===== src/rtl/cfe_pkg.sv =====
// shared types and constants for the cobs frame encoder
// no dependencies; imported by every module of the block
`default_nettype none

package cfe_pkg;

    localparam int MAX_BLOCK_DATA = 254;
    localparam int OUT_LANES      = 8;
    localparam int BYTE_W         = 8;
    localparam int LANE_W         = $clog2(OUT_LANES);
    localparam int ROW_W          = OUT_LANES * BYTE_W;
    localparam int ROWS_PER_BANK  = (MAX_BLOCK_DATA + OUT_LANES - 1) / OUT_LANES;
    localparam int ROW_IDX_W      = $clog2(ROWS_PER_BANK);
    localparam int MEM_ADDR_W     = ROW_IDX_W + 1;
    localparam int MEM_DEPTH      = 2 * ROWS_PER_BANK;
    localparam int HELD_W         = 8;
    localparam int COUNT_W        = 4;
    localparam int QUEUE_DEPTH    = 4;
    localparam int Q_PTR_W        = $clog2(QUEUE_DEPTH);
    localparam int Q_CNT_W        = Q_PTR_W + 1;

    localparam logic [HELD_W-1:0] FULL_BLOCK = HELD_W'(MAX_BLOCK_DATA);

    typedef struct packed {
        logic             frame_last;
        logic [7:0]       data_byte;
    } item_t;

    typedef struct packed {
        logic [63:0]      out_bytes;
        logic [3:0]       out_count;
        logic             run_last;
        logic             frame_done;
    } result_t;

    // one block close, handed from the front to the back
    typedef struct packed {
        logic              bank;
        logic [HELD_W-1:0] count;
        logic              run_last;
        logic              frame_done;
    } cmd_t;

    // byte write into the block buffer
    typedef struct packed {
        logic                  en;
        logic [MEM_ADDR_W-1:0] row;
        logic [LANE_W-1:0]     lane;
        logic [BYTE_W-1:0]     data;
    } wr_t;

    typedef struct packed {
        logic [Q_CNT_W-1:0] level;
        logic               empty;
    } q_status_t;

    // back hands a drained bank back to the front
    typedef struct packed {
        logic done;
        logic bank;
    } bank_rel_t;

endpackage

`default_nettype wire


===== src/rtl/cfe_front.sv =====
// front end: accepts raw bytes, fills the block buffer, issues block closes
// depends on cfe_pkg
`default_nettype none

module cfe_front
    import cfe_pkg::*;
(
    input  wire logic      clk,
    input  wire logic      rst_n,
    input  wire logic      push,
    output logic           full,
    input  wire item_t     item,
    input  wire q_status_t q_status,
    input  wire bank_rel_t rel,
    output logic           cmd_push,
    output cmd_t           cmd,
    output wr_t            wr
);

    logic [HELD_W-1:0] held_reg, held_next;
    logic              bank_reg, bank_next;
    logic [1:0]        busy_reg, busy_next;
    logic              pend_reg, pend_next;

    logic              accept;
    logic              is_zero;
    logic [HELD_W-1:0] held_inc;
    logic              close1;
    logic              closing;
    logic [HELD_W-1:0] first_count;

    assign full = pend_reg || (q_status.level > Q_CNT_W'(QUEUE_DEPTH - 2))
                  || busy_reg[bank_reg];

    assign accept      = push && !full;
    assign is_zero     = item.data_byte == 8'h00;
    assign held_inc    = held_reg + HELD_W'(1);
    assign close1      = is_zero || (held_inc == FULL_BLOCK);
    assign closing     = close1 || item.frame_last;
    assign first_count = is_zero ? held_reg : held_inc;

    always_comb
    begin
        cmd_push = 1'b0;
        cmd      = '0;
        if (pend_reg)
        begin
            // trailing empty block at frame end
            cmd_push       = 1'b1;
            cmd.bank       = bank_reg;
            cmd.count      = '0;
            cmd.run_last   = 1'b1;
            cmd.frame_done = 1'b1;
        end
        else if (accept && closing)
        begin
            cmd_push       = 1'b1;
            cmd.bank       = bank_reg;
            cmd.count      = first_count;
            cmd.run_last   = !(close1 && item.frame_last);
            cmd.frame_done = item.frame_last && !close1;
        end
    end

    assign wr.en   = accept && !is_zero;
    assign wr.row  = {bank_reg, held_reg[LANE_W +: ROW_IDX_W]};
    assign wr.lane = held_reg[LANE_W-1:0];
    assign wr.data = item.data_byte;

    always_comb
    begin
        held_next = held_reg;
        bank_next = bank_reg;
        busy_next = busy_reg;
        pend_next = 1'b0;
        if (rel.done)
        begin
            busy_next[rel.bank] = 1'b0;
        end
        if (accept)
        begin
            held_next = closing ? '0 : held_inc;
            pend_next = close1 && item.frame_last;
            if (closing && first_count != '0)
            begin
                busy_next[bank_reg] = 1'b1;
                bank_next           = !bank_reg;
            end
        end
    end

    always_ff @(posedge clk or negedge rst_n)
    begin
        if (!rst_n)
        begin
            held_reg <= '0;
            bank_reg <= 1'b0;
            busy_reg <= '0;
            pend_reg <= 1'b0;
        end
        else
        begin
            held_reg <= held_next;
            bank_reg <= bank_next;
            busy_reg <= busy_next;
            pend_reg <= pend_next;
        end
    end

endmodule

`default_nettype wire


===== src/rtl/cfe_cmd_queue.sv =====
// short command queue between the front and the back
// depends on cfe_pkg
`default_nettype none

module cfe_cmd_queue
    import cfe_pkg::*;
(
    input  wire logic  clk,
    input  wire logic  rst_n,
    input  wire logic  wr_en,
    input  wire cmd_t  wr_cmd,
    input  wire logic  rd_en,
    output cmd_t       rd_cmd,
    output q_status_t  status
);

    cmd_t               entries_reg [QUEUE_DEPTH];
    logic [Q_PTR_W-1:0] wr_ptr_reg;
    logic [Q_PTR_W-1:0] rd_ptr_reg;
    logic [Q_CNT_W-1:0] level_reg;

    assign rd_cmd       = entries_reg[rd_ptr_reg];
    assign status.level = level_reg;
    assign status.empty = level_reg == '0;

    always_ff @(posedge clk)
    begin
        if (wr_en)
        begin
            entries_reg[wr_ptr_reg] <= wr_cmd;
        end
    end

    always_ff @(posedge clk or negedge rst_n)
    begin
        if (!rst_n)
        begin
            wr_ptr_reg <= '0;
            rd_ptr_reg <= '0;
            level_reg  <= '0;
        end
        else
        begin
            if (wr_en)
            begin
                wr_ptr_reg <= wr_ptr_reg + Q_PTR_W'(1);
            end
            if (rd_en)
            begin
                rd_ptr_reg <= rd_ptr_reg + Q_PTR_W'(1);
            end
            case ({wr_en, rd_en})
                2'b10:   level_reg <= level_reg + Q_CNT_W'(1);
                2'b01:   level_reg <= level_reg - Q_CNT_W'(1);
                default: level_reg <= level_reg;
            endcase
        end
    end

endmodule

`default_nettype wire


===== src/rtl/cfe_back.sv =====
// back end: block buffer memory, reads closed blocks row by row, packs results
// depends on cfe_pkg
`default_nettype none

module cfe_back
    import cfe_pkg::*;
(
    input  wire logic      clk,
    input  wire logic      rst_n,
    input  wire wr_t       wr,
    input  wire logic      q_empty,
    input  wire cmd_t      q_cmd,
    output logic           q_pop,
    output bank_rel_t      rel,
    input  wire logic      pop,
    output logic           empty,
    output result_t        result
);

    typedef enum logic [1:0] {
        ST_IDLE,
        ST_READ,
        ST_EMIT
    } state_t;

    logic [ROW_W-1:0]     mem [MEM_DEPTH];
    logic [ROW_W-1:0]     rd_data_reg;

    state_t               state_reg;
    cmd_t                 cmd_reg;
    logic [ROW_IDX_W-1:0] word_reg;
    logic [BYTE_W-1:0]    prev_hi_reg;
    result_t              out_reg;
    logic                 out_valid_reg;

    logic [HELD_W:0]      words_sum;
    logic [HELD_W:0]      words_m1;
    logic [ROW_IDX_W-1:0] last_idx;
    logic                 is_last_word;
    logic [COUNT_W-1:0]   lanes;
    logic [BYTE_W-1:0]    code;
    logic [BYTE_W-1:0]    low_byte;
    logic [ROW_W-1:0]     raw_word;
    logic [ROW_W-1:0]     packed_word;
    logic                 slot_free;
    logic                 load;

    // byte-lane writes from the front
    always_ff @(posedge clk)
    begin
        if (wr.en)
        begin
            mem[wr.row][BYTE_W * wr.lane +: BYTE_W] <= wr.data;
        end
    end

    always_ff @(posedge clk)
    begin
        if (state_reg == ST_READ)
        begin
            rd_data_reg <= mem[{cmd_reg.bank, word_reg}];
        end
    end

    assign words_sum    = {1'b0, cmd_reg.count} + (HELD_W+1)'(OUT_LANES);
    assign words_m1     = (words_sum >> LANE_W) - (HELD_W+1)'(1);
    assign last_idx     = words_m1[ROW_IDX_W-1:0];
    assign is_last_word = word_reg == last_idx;
    assign lanes        = is_last_word
                          ? COUNT_W'(cmd_reg.count[LANE_W-1:0]) + COUNT_W'(1)
                          : COUNT_W'(OUT_LANES);
    assign code         = cmd_reg.count + HELD_W'(1);

    // lane 0 carries the code byte, or the top byte of the previous row
    assign low_byte = (word_reg == '0) ? code : prev_hi_reg;
    assign raw_word = {rd_data_reg[ROW_W-BYTE_W-1:0], low_byte};

    always_comb
    begin
        for (int l = 0; l < OUT_LANES; l++)
        begin
            packed_word[l*BYTE_W +: BYTE_W] = (COUNT_W'(l) < lanes)
                                              ? raw_word[l*BYTE_W +: BYTE_W]
                                              : '0;
        end
    end

    assign slot_free = !out_valid_reg || pop;
    assign load      = (state_reg == ST_EMIT) && slot_free;
    assign q_pop     = (state_reg == ST_IDLE) && !q_empty;
    assign rel.done  = (state_reg == ST_EMIT) && slot_free && is_last_word
                       && (cmd_reg.count != '0);
    assign rel.bank  = cmd_reg.bank;
    assign empty     = !out_valid_reg;
    assign result    = out_reg;

    always_ff @(posedge clk or negedge rst_n)
    begin
        if (!rst_n)
        begin
            state_reg     <= ST_IDLE;
            out_valid_reg <= 1'b0;
            cmd_reg       <= '0;
            word_reg      <= '0;
            prev_hi_reg   <= '0;
            out_reg       <= '0;
        end
        else
        begin
            // a new word refills the slot in the same cycle the old one leaves
            if (load)
            begin
                out_valid_reg <= 1'b1;
            end
            else if (pop)
            begin
                out_valid_reg <= 1'b0;
            end
            case (state_reg)
                ST_IDLE:
                begin
                    if (!q_empty)
                    begin
                        cmd_reg   <= q_cmd;
                        word_reg  <= '0;
                        state_reg <= ST_READ;
                    end
                end
                ST_READ:
                begin
                    state_reg <= ST_EMIT;
                end
                ST_EMIT:
                begin
                    if (slot_free)
                    begin
                        out_reg.out_bytes  <= packed_word;
                        out_reg.out_count  <= lanes;
                        out_reg.run_last   <= is_last_word && cmd_reg.run_last;
                        out_reg.frame_done <= is_last_word && cmd_reg.frame_done;
                        prev_hi_reg        <= rd_data_reg[ROW_W-1 -: BYTE_W];
                        if (is_last_word)
                        begin
                            state_reg <= ST_IDLE;
                        end
                        else
                        begin
                            word_reg  <= word_reg + ROW_IDX_W'(1);
                            state_reg <= ST_READ;
                        end
                    end
                end
                default:
                begin
                    state_reg <= ST_IDLE;
                end
            endcase
        end
    end

endmodule

`default_nettype wire


===== src/rtl/cobs_frame_encoder_top.sv =====
// top level of the cobs frame encoder: front end, command queue, back end
// depends on cfe_pkg, cfe_front, cfe_cmd_queue, cfe_back
//
// usage
// - input channel: a raw frame byte with its frame_last flag is a transfer
//   when push is high and full is low
// - result channel: the oldest packed result sits on result while empty is
//   low; it is a transfer when pop is high and empty is low
// - each closed block (code byte then held bytes) is packed from a fresh
//   result, up to eight bytes per result, first byte in the low lane
// - input rate: one byte per cycle while a block fills and full is low;
//   a byte closing two blocks at frame end raises full for the empty block
// - the back end drains a block of n held bytes as ceil((n+1)/8) output
//   words: one buffer row read and one result load per output word
// - a close passes the command queue, then the back end's read and emit states
// - the block buffer has two banks; full rises while the bank being filled
//   is still draining, the command queue is nearly full or a trailing block is due
// - a stalled receiver holds the result register and the back end; the
//   front keeps taking bytes until both banks are in use or the queue is nearly full
// - reset clears the held count, bank ownership, the queue and the result
//   register; the buffer contents are not cleared
`default_nettype none

module cobs_frame_encoder_top
    import cfe_pkg::*;
(
    input  wire logic    clk,
    input  wire logic    rst_n,
    input  wire logic    push,
    output logic         full,
    input  wire item_t   item,
    input  wire logic    pop,
    output logic         empty,
    output result_t      result
);

    // front to queue
    logic      cmd_push;
    cmd_t      cmd_in;

    // queue to back
    cmd_t      cmd_out;
    logic      cmd_pop;
    q_status_t q_status;

    // buffer writes and bank hand-back
    wr_t       wr;
    bank_rel_t rel;

    cfe_front u_front (
        .clk      (clk),
        .rst_n    (rst_n),
        .push     (push),
        .full     (full),
        .item     (item),
        .q_status (q_status),
        .rel      (rel),
        .cmd_push (cmd_push),
        .cmd      (cmd_in),
        .wr       (wr)
    );

    cfe_cmd_queue u_queue (
        .clk    (clk),
        .rst_n  (rst_n),
        .wr_en  (cmd_push),
        .wr_cmd (cmd_in),
        .rd_en  (cmd_pop),
        .rd_cmd (cmd_out),
        .status (q_status)
    );

    cfe_back u_back (
        .clk     (clk),
        .rst_n   (rst_n),
        .wr      (wr),
        .q_empty (q_status.empty),
        .q_cmd   (cmd_out),
        .q_pop   (cmd_pop),
        .rel     (rel),
        .pop     (pop),
        .empty   (empty),
        .result  (result)
    );

    // a waiting result always carries one to eight lanes
    assert property (@(posedge clk) disable iff (!rst_n)
        !empty |-> (result.out_count != '0 && result.out_count <= COUNT_W'(OUT_LANES)))
        else $error("result lane count out of range");

    // the frame's final byte is always on the last result of its input
    assert property (@(posedge clk) disable iff (!rst_n)
        (!empty && result.frame_done) |-> result.run_last)
        else $error("frame_done without run_last");

    // front never pushes a close into a full queue
    assert property (@(posedge clk) disable iff (!rst_n)
        cmd_push |-> (q_status.level != Q_CNT_W'(QUEUE_DEPTH)))
        else $error("command queue overflow");

    // a waiting result holds still until it is popped
    assert property (@(posedge clk) disable iff (!rst_n)
        (!empty && !pop) |=> (!empty && $stable(result)))
        else $error("waiting result changed before pop");

endmodule

`default_nettype wire

===== config.mk =====
export PLATFORM = sky130hd
export DESIGN_NAME = cobs_frame_encoder_top
export DESIGN_NICKNAME = d
export VERILOG_FILES = /design/src/rtl/cfe_pkg.sv /design/src/rtl/cfe_front.sv /design/src/rtl/cfe_cmd_queue.sv /design/src/rtl/cfe_back.sv /design/src/rtl/cobs_frame_encoder_top.sv
export SDC_FILE = /design/constraint.sdc
export NUM_CORES = 2
export LEC_CHECK = 0
export BUFFER_PORTS_ARGS = -buffer_cell sky130_fd_sc_hd__clkbuf_2
export CAP_MARGIN = 20
export CELL_PAD_IN_SITES_DETAIL_PLACEMENT = 2
export CELL_PAD_IN_SITES_GLOBAL_PLACEMENT = 2
export CORE_ASPECT_RATIO = 2
export CORE_MARGIN = 4
export CORE_UTILIZATION = 43
export CTS_CLUSTER_DIAMETER = 40
export CTS_CLUSTER_SIZE = 40
export DETAILED_ROUTE_END_ITERATION = 16
export GPL_ROUTABILITY_DRIVEN = 1
export PLACE_DENSITY = 0.72
export SLEW_MARGIN = 30
export SYNTH_ARGS = -nofsm -noshare
export SYNTH_HDL_FRONTEND = slang
export SYNTH_MEMORY_MAX_BITS = 65536
export SYNTH_SLANG_ARGS = --single-unit

===== constraint.sdc =====
create_clock -name clk -period 5.18 [get_ports clk]
set_input_delay 0.777 -clock clk [delete_from_list [all_inputs] [get_ports clk]]
set_output_delay 0.777 -clock clk [all_outputs]
set_load 0.02 [all_outputs]

---- After elaboration in Yosys (flattened, before gate mapping) ----
Memory sizes are Yosys's and may differ from the RTL's. A register that Yosys moved wholly into a read port is not among the register bits.
Index checks and enable logic that the tools add are counted.
storage, ports and cells
  bits in registers ....................... 105
  memory bits (writable) .................. 4140
  input bits .............................. 13
  output and inout bits ................... 72
  memories kept ........................... 2
operators by class
  $add $sub $neg .......................... 11
  order comparisons ....................... 13
  equality and inequality tests ........... 9
  shift-type cells ........................ 2
  mux-type cells .......................... 41
  bitwise logic cells ..................... 4
  reductions and logical operators ........ 41
memory list
  memory               depth  bits a word  read ports  clocked after memory_dff  wr ports  line                 RTL
  u_back.mem           64     64           1           1                         1         cfe_back.sv:26       logic [ROW_W-1:0] mem [MEM_DEPTH];
  u_queue.entries_reg  4      11           1           1                         1         cfe_cmd_queue.sv:17  cmd_t entries_reg [QUEUE_DEPTH];
operators with widths
  kind                                                                         number
  8-bit two-way mux                                                            11
  64-bit two-way mux                                                           1
  8-bit by 34-bit variable shift with 64-bit output, first input constant      1
  8-bit by 34-bit indexed part select with 64-bit output                       1
  6-bit negator with 34-bit output                                             1
  11-bit two-way mux                                                           2
  8-bit by 1-bit adder with 8-bit output, second input constant                2
  3-bit by 4-bit less-than comparator with 1-bit output, first input constant  4
  8-bit nonzero test                                                           2
  5-bit two-way mux                                                            3
  1-bit logical AND                                                            14
  1-bit two-way mux                                                            13
  2-bit two-way mux                                                            5
  5-bit one-hot mux with 2 select lines                                        1
  8-bit by 4-bit adder with 8-bit output, second input constant                1
  8-bit == test, second input constant                                         1
  1-bit zero test                                                              8
  8-bit zero test                                                              1
  1-bit by 4-bit less-than comparator with 1-bit output, first input constant  2
  2-bit by 4-bit less-than comparator with 1-bit output, first input constant  2
  2-bit AND reduction                                                          4
  2-bit one-hot mux with 3 select lines                                        1
  3-bit one-hot mux with 2 select lines                                        1
  2-bit nonzero test                                                           3
  25 further kinds                                                             36

---- Longest topological paths before layout ----
  word-level depth ........................ 10
  depth in mapped cells ................... 14
  depth with buffers taken out ............ 13

---- Cells and area by module ----
From an unflattened synthesis, not the netlist that was laid out.
unflattened totals
  cell total of the unflattened synthesis .. 7921
  area total of the unflattened synthesis .. 167797.2 um^2
modules (own cells, without submodules)
  module         times used  cells an instance  area an instance (um^2)
  cfe_back       1           7682               164654.2
  cfe_cmd_queue  1           93                 1984.4
  cfe_front      1           146                1158.6

---- Worst setup path after synthesis ----
No wires, ideal clock.
  path type ............................... register to register
  start ................................... register u_front.held_reg[0]
  end ..................................... memory u_back.mem[0][44] (netlist bit), data pin
  setup time .............................. 0.681 ns
  arrival ................................. 4.017 ns
  path slack .............................. 0.482 ns
  cell stages (with the launch flop) ...... 7
  path buffers ............................ 2
  clock period less this slack ............ 4.698 ns
  path through ............................ dfrtp_1 -> clkbuf_1 -> inv_1 -> ha_1 -> clkbuf_1 -> nand3_1 -> nor3_1
between the ends
  longest elaborated chain between the ends .. 2
ends and longest elaborated chain
  what                                                    line              RTL
  from (decl)                                             cfe_front.sv:20   logic [HELD_W-1:0] held_reg, held_next;
  from (signal assigned)                                  cfe_front.sv:103  held_reg <= held_next;
  6-bit negator with 34-bit output                        cfe_back.sv:53    mem[wr.row][BYTE_W * wr.lane +: BYTE_W] <= wr.data;
  8-bit by 34-bit indexed part select with 64-bit output  cfe_back.sv:53
  to (decl)                                               cfe_back.sv:26
No other way between the ends.

---- Worst setup path after layout ----
  start ................................... register u_front.held_reg[0]
  end ..................................... memory u_back.mem[10][9] (netlist bit) (enable)
between the ends
  longest elaborated chain between the ends .. 3
ends and longest elaborated chain
  what                                               line
  6-bit negator with 34-bit output                   cfe_back.sv:53
  8-bit by 34-bit variable shift with 64-bit output  cfe_back.sv:53
  64-bit two-way mux (not written as such)           cfe_back.sv:53
No other way between the ends.

==> summary.txt <==
Clock network
  • Clock Sinks: 4320
  • CTS Buf Count: 352
  • Clock Path Buffers: 4
  • Clock latency on the worst-skew pair: 990 ps
  • Worst-path clk slew: 90 ps
  • Post-CTS setup buffer count: 0
  • CTS tree: yes
  • H-Tree Depth: 5
  • Root Buffer: clkbuf_16

Synth
  • Synth cell types: 63
  • Synth top area cells: edfxtp_1 75%, mux4_2 16%, dfrtp_1 1.7%
  • Synth warnings: 0
  • Mapped Cells: 7687
  • #FFs+latches synth: 4320
  • Synthesized area: 167000 µm²
  • Post-synth ARST share: 2.69%
  • Synth top area share: 75.5%
  • Seq/Total Area, Yosys: 77.2%
  • EDFF count, synth: 4204
  • Syn avg cell area: 21.8 µm²
  • Syn_nets: 7716
  • Top_reg_cell synth: edfxtp_1
  • Yosys top cell by area: edfxtp_1

Drt
  • Drt wl/cell: 49.3 µm
  • Drt pass-1 iters: 8
  • Antenna-violating nets left: 0
  • Vias: 91600
  • Initial DRC count: 13300
  • DRC Markers: 0
  • Vias per Instance: 6.80
  • DRT Wirelength: 664000 µm

STA
  • Hold Slack: 199 ps
  • Actual slew at the worst max-slew pin: 1110 ps
  • Worst Skew: 70.9 ps
  • Slew Limit Fails: 0
  • Hold violation total from the final report: 0
  • Finish-stage setup viols: 122
  • Tcrit/Tclk final: 102%
  • Slew headroom: 26.2%
  • RSZ-0062 raised after global routing: yes
  • PnR worst setup slack: -99.1 ps
  • F_max: 0.189 GHz
  • Crit path time final: 5280 ps
  • Final setup TNS: -3470 ps

Pwr
  • Sw Ratio: 31.7%
  • Pwr dens: 476 nW/µm²
  • Internal cell power: 61.4 mW
  • Maximum VDD drop: 0.000287 V
  • Clk pwr share: 34.2%
  • Reg power frac: 45.6%
  • Gate power share: 20.2%
  • Leakage: 61.2 nW
  • Net Sw Power: 28.6 mW

Cells and area
  • Final core occ: 48.9%
  • Layout Area Growth over Synthesis: 13.1%
  • Max FFs per register: 4096
  • Nets: 8092
  • Most frequent cells in the layout: 4204 x edfxtp_1, 1177 x mux4_2, 485 x nor2_1, 358 x clkbuf_16, 321 x buf_4
  • Leading cell type in the layout, fill and taps excluded: edfxtp_1
  • FF/Latch Area: 129000 µm²
  • Filler instances: 33600
  • Layout cells sized above 1: 30.1%
  • Area taken by multi-input logic gates: 36700 µm²

Global route
  • Largest net degree at the start of global routing: 86
  • Initial antenna violation count: 62
  • First-pass GRT wire length: 899000 µm
  • Met3 Track Usage GR: 7.85%
  • Number of global-route vias before repair: 94300
  • Met2 usage: 54.4%
  • Grt total ovfl: 0
  • Layer with the highest usage: met2
  • M1 GR Usage: 37.2%
  • GRT Util Overall: 33.0%

Setup path
  • CP max-delay cell: nor2_1
  • CP Cell Sequence: inv_1 -> ha_1 -> ha_1 -> nand2b_1 -> nor2_1 -> nand2_2 -> buf_4 -> nor2_1
  • Slowest cell delay on critical path: 810 ps
  • Setup crit end kind: register
  • CP bufs+invs: 2
  • Max Fanout on Critical Path: 26
  • Worst reg2reg setup slack: -100 ps
  • Worst path required time: 5780 ps
  • CP arrival: 5880 ps
  • CP top delay family: simple AND/OR/NAND/NOR gates
  • Worst setup SP type: register
  • Setup CP Type: register to register

Floorplanning
  • Core area: 387000 µm²
  • Top-Level Pins: 85
  • Die Y: 890 µm
  • Starting Density: 43.2%
  • Standard-cell rows: 323
  • Die width: 449 µm
  • DIE AREA: 400000 µm²

Hold path
  • Worst min path class: input port to register

Run status
  • Failing checks: negative setup slack
  • Status: finished with violations

Placement
  • GPL Wtd Cong: 0.863
  • Post-DP HPWL: 418000 µm
  • Port buffer count: 84

Job
  • Max-cap violations: 0
## Yosys cell counts (3+ instances only)
master	instances
a211oi_1	14
a21oi_1	100
a221oi_1	50
a22o_1	10
a22oi_1	45
a311oi_1	11
a31oi_1	11
a32oi_1	12
and2_1	55
and3_1	11
buf_1	58
buf_2	124
buf_4	58
buf_6	4
clkbuf_1	192
dfrtp_1	116
edfxtp_1	4204
ha_1	15
inv_1	21
inv_2	3
mux2_2	12
mux2i_1	159
mux4_2	1177
nand2_1	347
nand2b_1	7
nand3_1	28
nand4_1	4
nor2_1	604
nor2b_1	7
nor3_1	18
nor3b_1	3
nor4_1	5
nor4_2	3
o211ai_1	8
o21ai_0	12
o21ai_1	65
o221ai_1	13
o22ai_1	25
o31ai_1	8
o41ai_1	3
or3_1	3
xnor2_1	29
xor2_1	10
## logic make-up (layout without fill, tap and decap cells)
family,after synthesis,after routing,synth area share (%)
DFF,4320,4320,77.2
muxes,1349,1349,16.9
and+or+nand+nor,1106,1106,2.72
buffers and inverters,460,1133,1.27
AOI/OAI and AO/OA,396,396,1.59
xor gates and xnor gates,40,40,0.214
adders and majority gates,16,16,0.124
other,0,74,0
## through the flow
step	std cells	setup WS (ps)	power (mW)	instance area [µm²]
2_1_floorplan	7687	482	52.0	167000
3_3_place_gp	12700	619	58.3	176000
3_5_place_dp	12700	33.3	59.4	176000
4_1_cts	13400	21.3	90.0	189000
5_1_grt	13400	-64.2	92.0	189000
6_report	13500	-99.1	90.0	189000
## power groups by stage
stage / Sequential (mW) / Combinational, mW / Clock [mW]
3_5_place_dp: 41.8 / 17.6 / 0
3_3_place_gp: 41.7 / 16.6 / 0
5_1_grt: 41.1 / 18.6 / 32.4
4_1_cts: 41.0 / 18.0 / 31.0
6_report: 41.0 / 18.2 / 30.8
2_1_floorplan: 41.6 / 10.4 / 0
## timing repair
item / 4_1_cts / 5_1_grt
hold buffers: 1 / 0
pin swaps: 0 / 0
setup endpoints to repair: 45 / 463
endpoints found under the hold margin: 57 / 0
resized for setup: 7 / 20
## layout make-up
| type | count | share of cell area (%) |
|---|---|---|
| repair buffers | 458 | 2.07 |
| multi-input cells | 2907 | 19.4 |
| well taps | 5037 | 3.33 |
| clock buffers | 373 | 4.77 |
| inverters | 24 | 0.0595 |
| diodes | 74 | 0.0979 |
| flip-flops and latches | 4320 | 68.3 |
| clock inverters | 278 | 2.01 |
## metal layers
layer	up-vias	wire, µm
met5	-	267
met1	49800	213000
li1	32700	-
met2	7081	331000
met4	40	60500
met3	1889	59800
## path summary, 6_finish.rpt
path | startpoint | end | cells past startpoint
setup reg to reg | u_front.held_reg[0] | u_back.mem[10][9] | 8
min in group asynchronous | rst_n | u_back.result[16] | 2
max in group asynchronous | rst_n | u_back.word_reg[2] | 3
setup / recovery | u_front.held_reg[0] | u_back.mem[10][9] | 8
hold / removal | item[8] | u_front.pend_reg | 2
hold reg to reg | u_back.result[8] | u_back.result[8] | 2
Power figures use the tool's default switching activity.
